## config.mk

```make
export PLATFORM = sky130hd
export DESIGN_NAME = planar_odometry_accumulator_unit
export DESIGN_NICKNAME = d
export VERILOG_FILES = /design/src/rtl/poa_pkg.sv /design/src/rtl/poa_isqrt.sv /design/src/rtl/planar_odometry_accumulator_unit.sv
export SDC_FILE = /design/constraint.sdc
export NUM_CORES = 2
export LEC_CHECK = 0
export ABC_AREA = 1
export CORE_MARGIN = 3
export CORE_UTILIZATION = 52
export DETAILED_ROUTE_END_ITERATION = 8
export DONT_BUFFER_PORTS = 1
export PLACE_DENSITY = 0.78
export SYNTH_ARGS = -nofsm -noshare
export SYNTH_HDL_FRONTEND = slang
export SYNTH_SLANG_ARGS = --single-unit
```

## constraint.sdc

```tcl
create_clock -name clk -period 9.23 [get_ports clk]
set_input_delay 0.4615 -clock clk [delete_from_list [all_inputs] [get_ports clk]]
set_output_delay 0.4615 -clock clk [all_outputs]
set_load 0.01 [all_outputs]
```

## src/rtl/poa_pkg.sv

```systemverilog
// shared types, widths and codes for the planar odometry accumulator
`default_nettype none
package poa_pkg;

  localparam int PosW     = 32;              // signed q24.8 coordinate
  localparam int DiffW    = PosW + 1;        // exact coordinate difference
  localparam int MagW     = PosW;            // |difference| < 2^32
  localparam int ScaleW   = 16;              // unsigned q8.8 scale
  localparam int TotalW   = 48;              // unsigned q40.8 total
  localparam int CountW   = 32;
  localparam int FracW    = 8;
  localparam int ReqW     = 2;

  localparam int RadW     = 2 * MagW + 1;    // dx^2 + dy^2
  localparam int RadPadW  = RadW + 1;        // even width for digit pairs
  localparam int RootW    = RadPadW / 2;     // one root bit per digit pair
  localparam int RemW     = RootW + 1;       // remainder stays below 2*root+1
  localparam int SqrtSteps = RootW;
  localparam int SqrtCntW = $clog2(SqrtSteps);

  localparam int MulAW    = RootW;
  localparam int MulBW    = MagW;
  localparam int ProdW    = 2 * MagW;
  localparam int IncW     = TotalW + 1;

  localparam logic [ScaleW-1:0]   ScaleReset = ScaleW'(256);
  localparam logic [TotalW-1:0]   TotalMax   = {TotalW{1'b1}};
  localparam logic [CountW-1:0]   CountMax   = {CountW{1'b1}};
  localparam logic [SqrtCntW-1:0] SqrtLast   = SqrtCntW'(SqrtSteps - 1);

  // request codes carried in tuser
  localparam logic [ReqW-1:0] REQ_X    = 2'd0;
  localparam logic [ReqW-1:0] REQ_Y    = 2'd1;
  localparam logic [ReqW-1:0] REQ_EVAL = 2'd2;

  typedef enum logic [3:0] {
    ST_IDLE,
    ST_DIFF,
    ST_SQ_X,
    ST_SQ_Y,
    ST_ADD,
    ST_ROOT,
    ST_SCALE,
    ST_ACC,
    ST_RESULT
  } state_t;

  typedef struct packed {
    logic busy;
    logic done;
  } sqrt_stat_t;

endpackage
`default_nettype wire

```

## src/rtl/poa_isqrt.sv

```systemverilog
// iterative integer square root, one result bit per cycle
`default_nettype none
module poa_isqrt (
  input  logic                          clk,
  input  logic                          rst,
  input  logic                          start,
  input  logic [poa_pkg::RadW-1:0]      radicand,
  output poa_pkg::sqrt_stat_t           stat,
  output logic [poa_pkg::RootW-1:0]     root
);

  logic                             busy;
  logic [poa_pkg::SqrtCntW-1:0]     cnt;
  logic [poa_pkg::RadPadW-1:0]      rad_sh;
  logic [poa_pkg::RemW-1:0]         rem;
  logic [poa_pkg::RemW+1:0]         rem_sh;
  logic [poa_pkg::RemW+1:0]         trial;
  logic [poa_pkg::RemW+1:0]         rem_sub;
  logic                             fits;

  // bring down the next digit pair and try root*4+1
  assign rem_sh  = {rem, rad_sh[poa_pkg::RadPadW-1 -: 2]};
  assign trial   = (poa_pkg::RemW + 2)'({root, 2'b01});
  assign rem_sub = rem_sh - trial;
  assign fits    = rem_sh >= trial;

  assign stat.busy = busy;
  assign stat.done = busy && (cnt == poa_pkg::SqrtLast);

  always_ff @(posedge clk) begin
    if (rst) begin
      busy <= 1'b0;
      cnt  <= '0;
    end else if (start) begin
      busy <= 1'b1;
      cnt  <= '0;
    end else if (busy) begin
      cnt <= cnt + 1'b1;
      if (cnt == poa_pkg::SqrtLast) begin
        busy <= 1'b0;
      end
    end
  end

  always_ff @(posedge clk) begin
    if (start) begin
      rad_sh <= poa_pkg::RadPadW'(radicand);
      rem    <= '0;
      root   <= '0;
    end else if (busy) begin
      rad_sh <= {rad_sh[poa_pkg::RadPadW-3:0], 2'b00};
      if (fits) begin
        rem  <= rem_sub[poa_pkg::RemW-1:0];
        root <= {root[poa_pkg::RootW-2:0], 1'b1};
      end else begin
        rem  <= rem_sh[poa_pkg::RemW-1:0];
        root <= {root[poa_pkg::RootW-2:0], 1'b0};
      end
    end
  end

  // a new root must never be started over one in flight
  a_start_idle: assert property (@(posedge clk) disable iff (rst) start |-> !busy)
    else $error("square root restarted while busy");

endmodule
`default_nettype wire

```

## src/rtl/planar_odometry_accumulator_unit.sv

```systemverilog
// top level of the planar odometry accumulator: sequencer, shared multiplier, state
`default_nettype none
// Tracks a planar position from x and y update words and, on each evaluate word,
// adds the scaled straight-line step length floor(sqrt(dx^2+dy^2)) * scale / 256 to a
// saturating 48-bit q40.8 total and counts the step (saturating at 2^32-1). The first
// update that moves away from the origin seeds the previous point; evaluates before
// that, or without movement, change nothing. Every input word yields exactly one
// output word carrying the total, the count and a step flag. The unit handles one
// word at a time; an evaluate with movement also runs the bit-serial square root of
// the 65-bit radicand. The two squares and the scaling all run through one 33x32
// multiplier in turn. Output backpressure adds cycles only while the previous
// result is still held in the output register. distance_scale is written through
// cfg_we/cfg_wdata; the user must write it only while the unit is idle, which the
// unit itself does not enforce; it resets to 256 (1.0).
module planar_odometry_accumulator_unit (
  input  logic        clk,
  input  logic        rst,
  input  logic        s_axis_tvalid,
  output logic        s_axis_tready,
  input  logic [31:0] s_axis_tdata,   // position_value[31:0]
  input  logic [1:0]  s_axis_tuser,   // req_type[1:0]
  output logic        m_axis_tvalid,
  input  logic        m_axis_tready,
  output logic [79:0] m_axis_tdata,   // total_distance[47:0], sample_count[79:48]
  output logic        m_axis_tuser,   // step_taken[0]
  input  logic        cfg_we,
  input  logic [15:0] cfg_wdata       // distance_scale[15:0]
);

  poa_pkg::state_t state, state_next;

  // architectural state
  logic [poa_pkg::PosW-1:0]   current_x, current_y, previous_x, previous_y;
  logic                       seeded;
  logic [poa_pkg::TotalW-1:0] total;
  logic [poa_pkg::CountW-1:0] count;
  logic [poa_pkg::ScaleW-1:0] scale;

  // working registers
  logic [poa_pkg::MagW-1:0]   mag_x, mag_y;
  logic [poa_pkg::ProdW-1:0]  prod;
  logic [poa_pkg::ProdW-1:0]  sq_x;
  logic                       taken;

  // output register
  logic                       out_valid;
  logic [poa_pkg::TotalW-1:0] out_total;
  logic [poa_pkg::CountW-1:0] out_count;
  logic                       out_taken;

  // combinational
  logic                             in_fire;
  logic                             is_update;
  logic [poa_pkg::PosW-1:0]         cx_new, cy_new;
  logic                             moved;
  logic [poa_pkg::DiffW-1:0]        dx, dy, dx_neg, dy_neg;
  logic [poa_pkg::MulAW-1:0]        mul_a;
  logic [poa_pkg::MulBW-1:0]        mul_b;
  logic [poa_pkg::MulAW+poa_pkg::MulBW-1:0] mul_p;
  logic [poa_pkg::RadW-1:0]         rad_sum;
  logic [poa_pkg::IncW-1:0]         sum_wide;
  logic [poa_pkg::TotalW-1:0]       total_sat;
  logic [poa_pkg::CountW-1:0]       count_sat;
  logic                             out_free;
  logic                             load_out;
  logic                             sq_start;
  poa_pkg::sqrt_stat_t              sq_stat;
  logic [poa_pkg::RootW-1:0]        root;

  assign in_fire   = s_axis_tvalid && s_axis_tready;
  assign is_update = (s_axis_tuser == poa_pkg::REQ_X) || (s_axis_tuser == poa_pkg::REQ_Y);
  assign cx_new    = (s_axis_tuser == poa_pkg::REQ_X) ? s_axis_tdata : current_x;
  assign cy_new    = (s_axis_tuser == poa_pkg::REQ_Y) ? s_axis_tdata : current_y;
  assign moved     = (current_x != previous_x) || (current_y != previous_y);

  // exact signed differences, then magnitudes (always below 2^32)
  assign dx     = {current_x[poa_pkg::PosW-1], current_x} - {previous_x[poa_pkg::PosW-1], previous_x};
  assign dy     = {current_y[poa_pkg::PosW-1], current_y} - {previous_y[poa_pkg::PosW-1], previous_y};
  assign dx_neg = ~dx + poa_pkg::DiffW'(1);
  assign dy_neg = ~dy + poa_pkg::DiffW'(1);

  // the one shared multiplier
  assign mul_p = mul_a * mul_b;

  // radicand dx^2 + dy^2, handed to the root unit on start
  assign rad_sum = {1'b0, sq_x} + {1'b0, prod};

  // increment = floor(root * scale / 256), below 2^41; saturate the total
  assign sum_wide  = {1'b0, total}
                   + prod[poa_pkg::IncW+poa_pkg::FracW-1:poa_pkg::FracW];
  assign total_sat = (sum_wide >= {1'b0, poa_pkg::TotalMax}) ? poa_pkg::TotalMax
                                                             : sum_wide[poa_pkg::TotalW-1:0];
  assign count_sat = (count == poa_pkg::CountMax) ? count : count + 1'b1;

  assign out_free = !out_valid || m_axis_tready;

  poa_isqrt u_isqrt (
    .clk      (clk),
    .rst      (rst),
    .start    (sq_start),
    .radicand (rad_sum),
    .stat     (sq_stat),
    .root     (root)
  );

  // next state
  always_comb begin
    state_next = state;
    unique case (state)
      poa_pkg::ST_IDLE: begin
        if (in_fire) begin
          state_next = (s_axis_tuser == poa_pkg::REQ_EVAL) ? poa_pkg::ST_DIFF
                                                           : poa_pkg::ST_RESULT;
        end
      end
      poa_pkg::ST_DIFF:   state_next = (seeded && moved) ? poa_pkg::ST_SQ_X : poa_pkg::ST_RESULT;
      poa_pkg::ST_SQ_X:   state_next = poa_pkg::ST_SQ_Y;
      poa_pkg::ST_SQ_Y:   state_next = poa_pkg::ST_ADD;
      poa_pkg::ST_ADD:    state_next = poa_pkg::ST_ROOT;
      poa_pkg::ST_ROOT:   state_next = sq_stat.done ? poa_pkg::ST_SCALE : poa_pkg::ST_ROOT;
      poa_pkg::ST_SCALE:  state_next = poa_pkg::ST_ACC;
      poa_pkg::ST_ACC:    state_next = poa_pkg::ST_RESULT;
      poa_pkg::ST_RESULT: state_next = out_free ? poa_pkg::ST_IDLE : poa_pkg::ST_RESULT;
      default:            state_next = poa_pkg::ST_IDLE;
    endcase
  end

  // sequencer outputs
  always_comb begin
    s_axis_tready = 1'b0;
    sq_start      = 1'b0;
    load_out      = 1'b0;
    mul_a         = '0;
    mul_b         = '0;
    unique case (state)
      poa_pkg::ST_IDLE:   s_axis_tready = 1'b1;
      poa_pkg::ST_SQ_X: begin
        mul_a = poa_pkg::MulAW'(mag_x);
        mul_b = mag_x;
      end
      poa_pkg::ST_SQ_Y: begin
        mul_a = poa_pkg::MulAW'(mag_y);
        mul_b = mag_y;
      end
      poa_pkg::ST_ADD:    sq_start = 1'b1;
      poa_pkg::ST_SCALE: begin
        mul_a = root;
        mul_b = poa_pkg::MulBW'(scale);
      end
      poa_pkg::ST_RESULT: load_out = out_free;
      default: begin
      end
    endcase
  end

  // control and architectural state
  always_ff @(posedge clk) begin
    if (rst) begin
      state      <= poa_pkg::ST_IDLE;
      current_x  <= '0;
      current_y  <= '0;
      previous_x <= '0;
      previous_y <= '0;
      seeded     <= 1'b0;
      total      <= '0;
      count      <= '0;
      scale      <= poa_pkg::ScaleReset;
      out_valid  <= 1'b0;
    end else begin
      state <= state_next;
      if (cfg_we) begin
        scale <= cfg_wdata;
      end
      if (load_out) begin
        out_valid <= 1'b1;
      end else if (m_axis_tready) begin
        out_valid <= 1'b0;
      end
      // position updates land straight away; first move off the origin seeds
      if (state == poa_pkg::ST_IDLE && in_fire && is_update) begin
        current_x <= cx_new;
        current_y <= cy_new;
        if (!seeded && (cx_new != previous_x || cy_new != previous_y)) begin
          previous_x <= cx_new;
          previous_y <= cy_new;
          seeded     <= 1'b1;
        end
      end
      if (state == poa_pkg::ST_ACC) begin
        total      <= total_sat;
        count      <= count_sat;
        previous_x <= current_x;
        previous_y <= current_y;
      end
    end
  end

  // datapath payload
  always_ff @(posedge clk) begin
    unique case (state)
      poa_pkg::ST_IDLE: begin
        if (in_fire) begin
          taken <= 1'b0;
        end
      end
      poa_pkg::ST_DIFF: begin
        mag_x <= dx[poa_pkg::DiffW-1] ? dx_neg[poa_pkg::MagW-1:0] : dx[poa_pkg::MagW-1:0];
        mag_y <= dy[poa_pkg::DiffW-1] ? dy_neg[poa_pkg::MagW-1:0] : dy[poa_pkg::MagW-1:0];
      end
      poa_pkg::ST_SQ_X:  prod <= mul_p[poa_pkg::ProdW-1:0];
      poa_pkg::ST_SQ_Y: begin
        sq_x <= prod;
        prod <= mul_p[poa_pkg::ProdW-1:0];
      end
      poa_pkg::ST_SCALE: prod <= mul_p[poa_pkg::ProdW-1:0];
      poa_pkg::ST_ACC:   taken <= 1'b1;
      poa_pkg::ST_RESULT: begin
        if (load_out) begin
          out_total <= total;
          out_count <= count;
          out_taken <= taken;
        end
      end
      default: begin
      end
    endcase
  end

  assign m_axis_tvalid = out_valid;
  assign m_axis_tdata  = {out_count, out_total};
  assign m_axis_tuser  = out_taken;

  // the running total only ever grows
  a_total_mono: assert property (@(posedge clk) disable iff (rst)
    1'b1 |=> total >= $past(total))
    else $error("distance total decreased");

  // a word reporting a step always carries a nonzero count
  a_step_count: assert property (@(posedge clk) disable iff (rst)
    (out_valid && out_taken) |-> (out_count != '0))
    else $error("step reported with zero count");

  // the root unit is quiet whenever the sequencer waits for input
  a_idle_quiet: assert property (@(posedge clk) disable iff (rst)
    (state == poa_pkg::ST_IDLE) |-> !sq_stat.busy)
    else $error("square root busy while idle");

endmodule
`default_nettype wire
```

==> impl_results.md <==
- Status: completed
- Least-Margin Pin Slew: roughly 1100 ps
- Setup TNS: 0 ps
- Root Buffer: clkbuf_16
- CP Data Arrival Time: 9300 ps
- Critical-path top delay cell: o21ai_2
- Total Wirelength: 246,000 um
- R2R Path End: prod[59]$_DFFE_PN_
- Net Sw Frac: 0.390
- Mux cell area share after synthesis: 0
- Seq pwr share: 0.341
- Internal power: 6.04 mW
- Final setup viols: 0
- Max-Cap Viols: 0
- Number of antenna violations at the first check in global routing: 2
- Reg clk slew, reported paths: around 70 ps
- Final Util: 0.558
- Post-Synth XOR/XNOR Area: 0.0279
- Final slew viol count: 0
- Core area: between 100,000 and 150,000 um2
- Hold path start: m_axis_tready
- Switching power: 3.86 mW
- Routability Congestion: 1.08
- Period minus WS final: between 8000 and 9000 ps
- CTS Buf Count: 72
- Total power: 9.90 mW
- All-Layer GR Usage: 0.321
- Clock buffer depth: 3
- Place WS: about 110 ps
- Fraction of layout cells with a size suffix above 1: 0.0353
- Vias/cell: 5.54
- CP peak stage delay: 640 ps
- Final Hold Viols: 0
- Max-slew headroom: 0.268
- Top cell by count, worst path: fa_1
- Worst-Skew Late Latency: 680 ps
- Combinational power share: 0.354
- Synth Cell Area: between 70,000 and 80,000 um2
- Max frequency: 112 MHz
- DR iter-0 viols: 6,519
- R2r startpoint: state[1]$_SDFFE_PP0P_
- Pre-antenna DRT Iters: 9
- Via count: 68,632
- Rows: 141
- Hold Path Depth: 3
- # port buffers: 0
- Number of H-tree levels: 3
- Final period util: 0.964
- Worst Path Max Fanout: 16
- Flops & latches, synth: 644
- Hold endpoint: m_axis_tvalid$_SDFFE_PP0P_
- DIE HEIGHT: 392 um
- Largest family of logic cells by synthesized area: adder cells
- Global-route wire length before repair: 384,000 um
- Wirelength per Cell: 19.9 um
- Seq/Total Area, Yosys: 0.210
- Crit. End Element: register
- Final worst setup slack: 336 ps
- P_leak: 43.2 nW
- Crit path from: state[1]$_SDFFE_PP0P_
- PD cells: roughly 120 nW/um2
- Clk sinks: ~640
- Worst setup path category: reg -> reg
- R2R Setup Slk: 340 ps
- Area share of fa/ha/maj cells after synthesis: 0.316
- ANT nets after route: 0
- YS warnings: 0
- Syn avg cell area: 7.39 um2
- IO Count: 138
- Largest net degree at the start of global routing: around 160
- Peak VDD IR: between 0.2 and 0.3 mV
- Die area: 154,000 um2
- Residual DRC count: 0
- Clock power frac: 0.304
- Post-detail-place hpwl: just under 200,000 um
- Startpoint Class: register
- Layout Cells excl Fill: 12,384
- Yosys cell types: 59
- Grt ovf: 0
- Prevailing post-synth register cell: edfxtp_1
- Compound-Gate Fraction of Synth Area: 0.0952
- Vias in the first global route: approximately 70,000
- Hold WC Path Type: in -> reg
- Post-synth ARST share: 0
- CP Data Required Time: 9640 ps
- Setup Skew: 44.3 ps
- Die X: 392 um
- Final Net Count: 11,857
- Simple-gate share of the synthesized area: 0.217
- FF-to-FF path depth: 34
- Layout area overhead: 6.50%
- Initial core utilization: 0.524
- EDFF count, synth: 339
- Placed Cells: 12,230
- Post-Synthesis Cells: 10,495
- CTS tree: built
-- what timing repair did --
action,CTS,global route
hold endpoints to repair,178,0
endpoints found under the setup margin,0,29
hold buffers,19,0
resized for setup,0,19
setup buffers,0,6
-- layer usage --
layer  share of wire  track usage
met5        0.000053            0
met4           0.054        0.149
met3           0.089       0.0574
met2            0.46        0.524
met1            0.40        0.415
-- final cells by class --
cell class / instances / area, um2
clock inverters: 39 / 450
inverters: 2382 / 8950
clock buffers: 89 / 2000
flip-flops and latches: 644 / 16300
fillers: 13817 / 65300
multi-input cells: 7144 / 51100
well taps: 1930 / 2410
repair buffers: 155 / 1320
diodes: 1 / 2.50
-- how the worst max path moves through the flow --
stage                                    end
after floorplan           prod[59]$_DFFE_PN_
final                     prod[59]$_DFFE_PN_
after global routing      prod[59]$_DFFE_PN_
after detailed placement  prod[38]$_DFFE_PN_
after global placement    prod[48]$_DFFE_PN_
after CTS                 prod[38]$_DFFE_PN_
-- power groups by stage --
stage / clock network, mW / logic [mW] / registers [mW]
finish: 3.01 / 3.51 / 3.38
global route: 3.17 / 3.90 / 3.39
CTS: 3.06 / 3.44 / 3.38
detailed placement: 0 / 3.39 / 3.44
global placement: 0 / 3.38 / 3.43
floorplan: 0 / 2.50 / 3.39
-- Yosys cell counts (170+ instances only) --
library cell  count  area (um2)
nand3_1         392        1960
xor2_1          170        1490
nand2_1        2669       10000
clkbuf_1        260         976
o21ai_0         416        2080
ha_1            474        5930
edfxtp_1        339       10200
nor2_1          827        3100
a21oi_1         532        2660
fa_1            929       18600
dfxtp_1         305        6110
inv_1          2376        8920
-- layout by cell type (no fill, tap or decap), types with 16 or more instances in the layout --
| cell | netlist | layout |
|---|---|---|
| o211ai_1 | 17 | 17 |
| nor4_1 | 16 | 16 |
| a21oi_1 | 532 | 530 |
| edfxtp_1 | 339 | 339 |
| o21a_1 | 47 | 47 |
| nand4_1 | 89 | 89 |
| inv_1 | 2376 | 2369 |
| or2_2 | 36 | 36 |
| a22oi_1 | 33 | 33 |
| a31oi_1 | 58 | 58 |
| nor3_1 | 95 | 93 |
| nand3b_1 | 24 | 24 |
| o21ai_0 | 416 | 412 |
| xnor2_1 | 68 | 67 |
| nor2_1 | 827 | 820 |
| dlygate4sd3_1 | 0 | 18 |
| o21ai_1 | 33 | 22 |
| ha_1 | 474 | 474 |
| o21bai_1 | 32 | 30 |
| clkbuf_16 | 0 | 76 |
| dfxtp_1 | 305 | 305 |
| nand2_1 | 2669 | 2667 |
| fa_1 | 929 | 929 |
| a22o_1 | 23 | 23 |
| a21o_1 | 26 | 26 |
| a211oi_1 | 29 | 29 |
| xor2_1 | 170 | 170 |
| buf_4 | 7 | 127 |
| nand3_1 | 392 | 392 |
-- kinds of logic after synthesis --
| logic type | count (synthesis) |
|---|---|
| and+or+nand+nor | 4172 |
| buffers and inverters | 2720 |
| adders and majority gates | 1403 |
| AOI/OAI and AO/OA | 1311 |
| DFF | 644 |
| xor gates and xnor gates | 243 |
| other | 2 |
-- per-stage QoR --
step                      instance area [um2]  hold WS, ps
final                                   82600         43.6
after global routing                    82600         41.2
after global placement                  79800          402
after CTS                               82400         5.73
after floorplan                         77600          400
after detailed placement                79800          415
-- worst max-delay path: cells and delay by family (launching register included) --
family          cells  cell delay (ps)
flops               1              400
compound gates      1              640
fa+ha+maj           9             4360
simple gates       13             1880
xor+xnor            1               60
buf+inv            10             1290
-- sequential cells by signal, summed over array words and instances, names as in the netlist, 33 cells and up --
| name | cells |
|---|---|
| u_isqrt.root | 33 |
| u_isqrt.rem | 34 |
| out_total | 48 |
| u_isqrt.rad_sh | 66 |
| sq_x | 64 |
| total | 48 |
| prod | 64 |
Note: power is estimated with default switching activity, not from simulation.
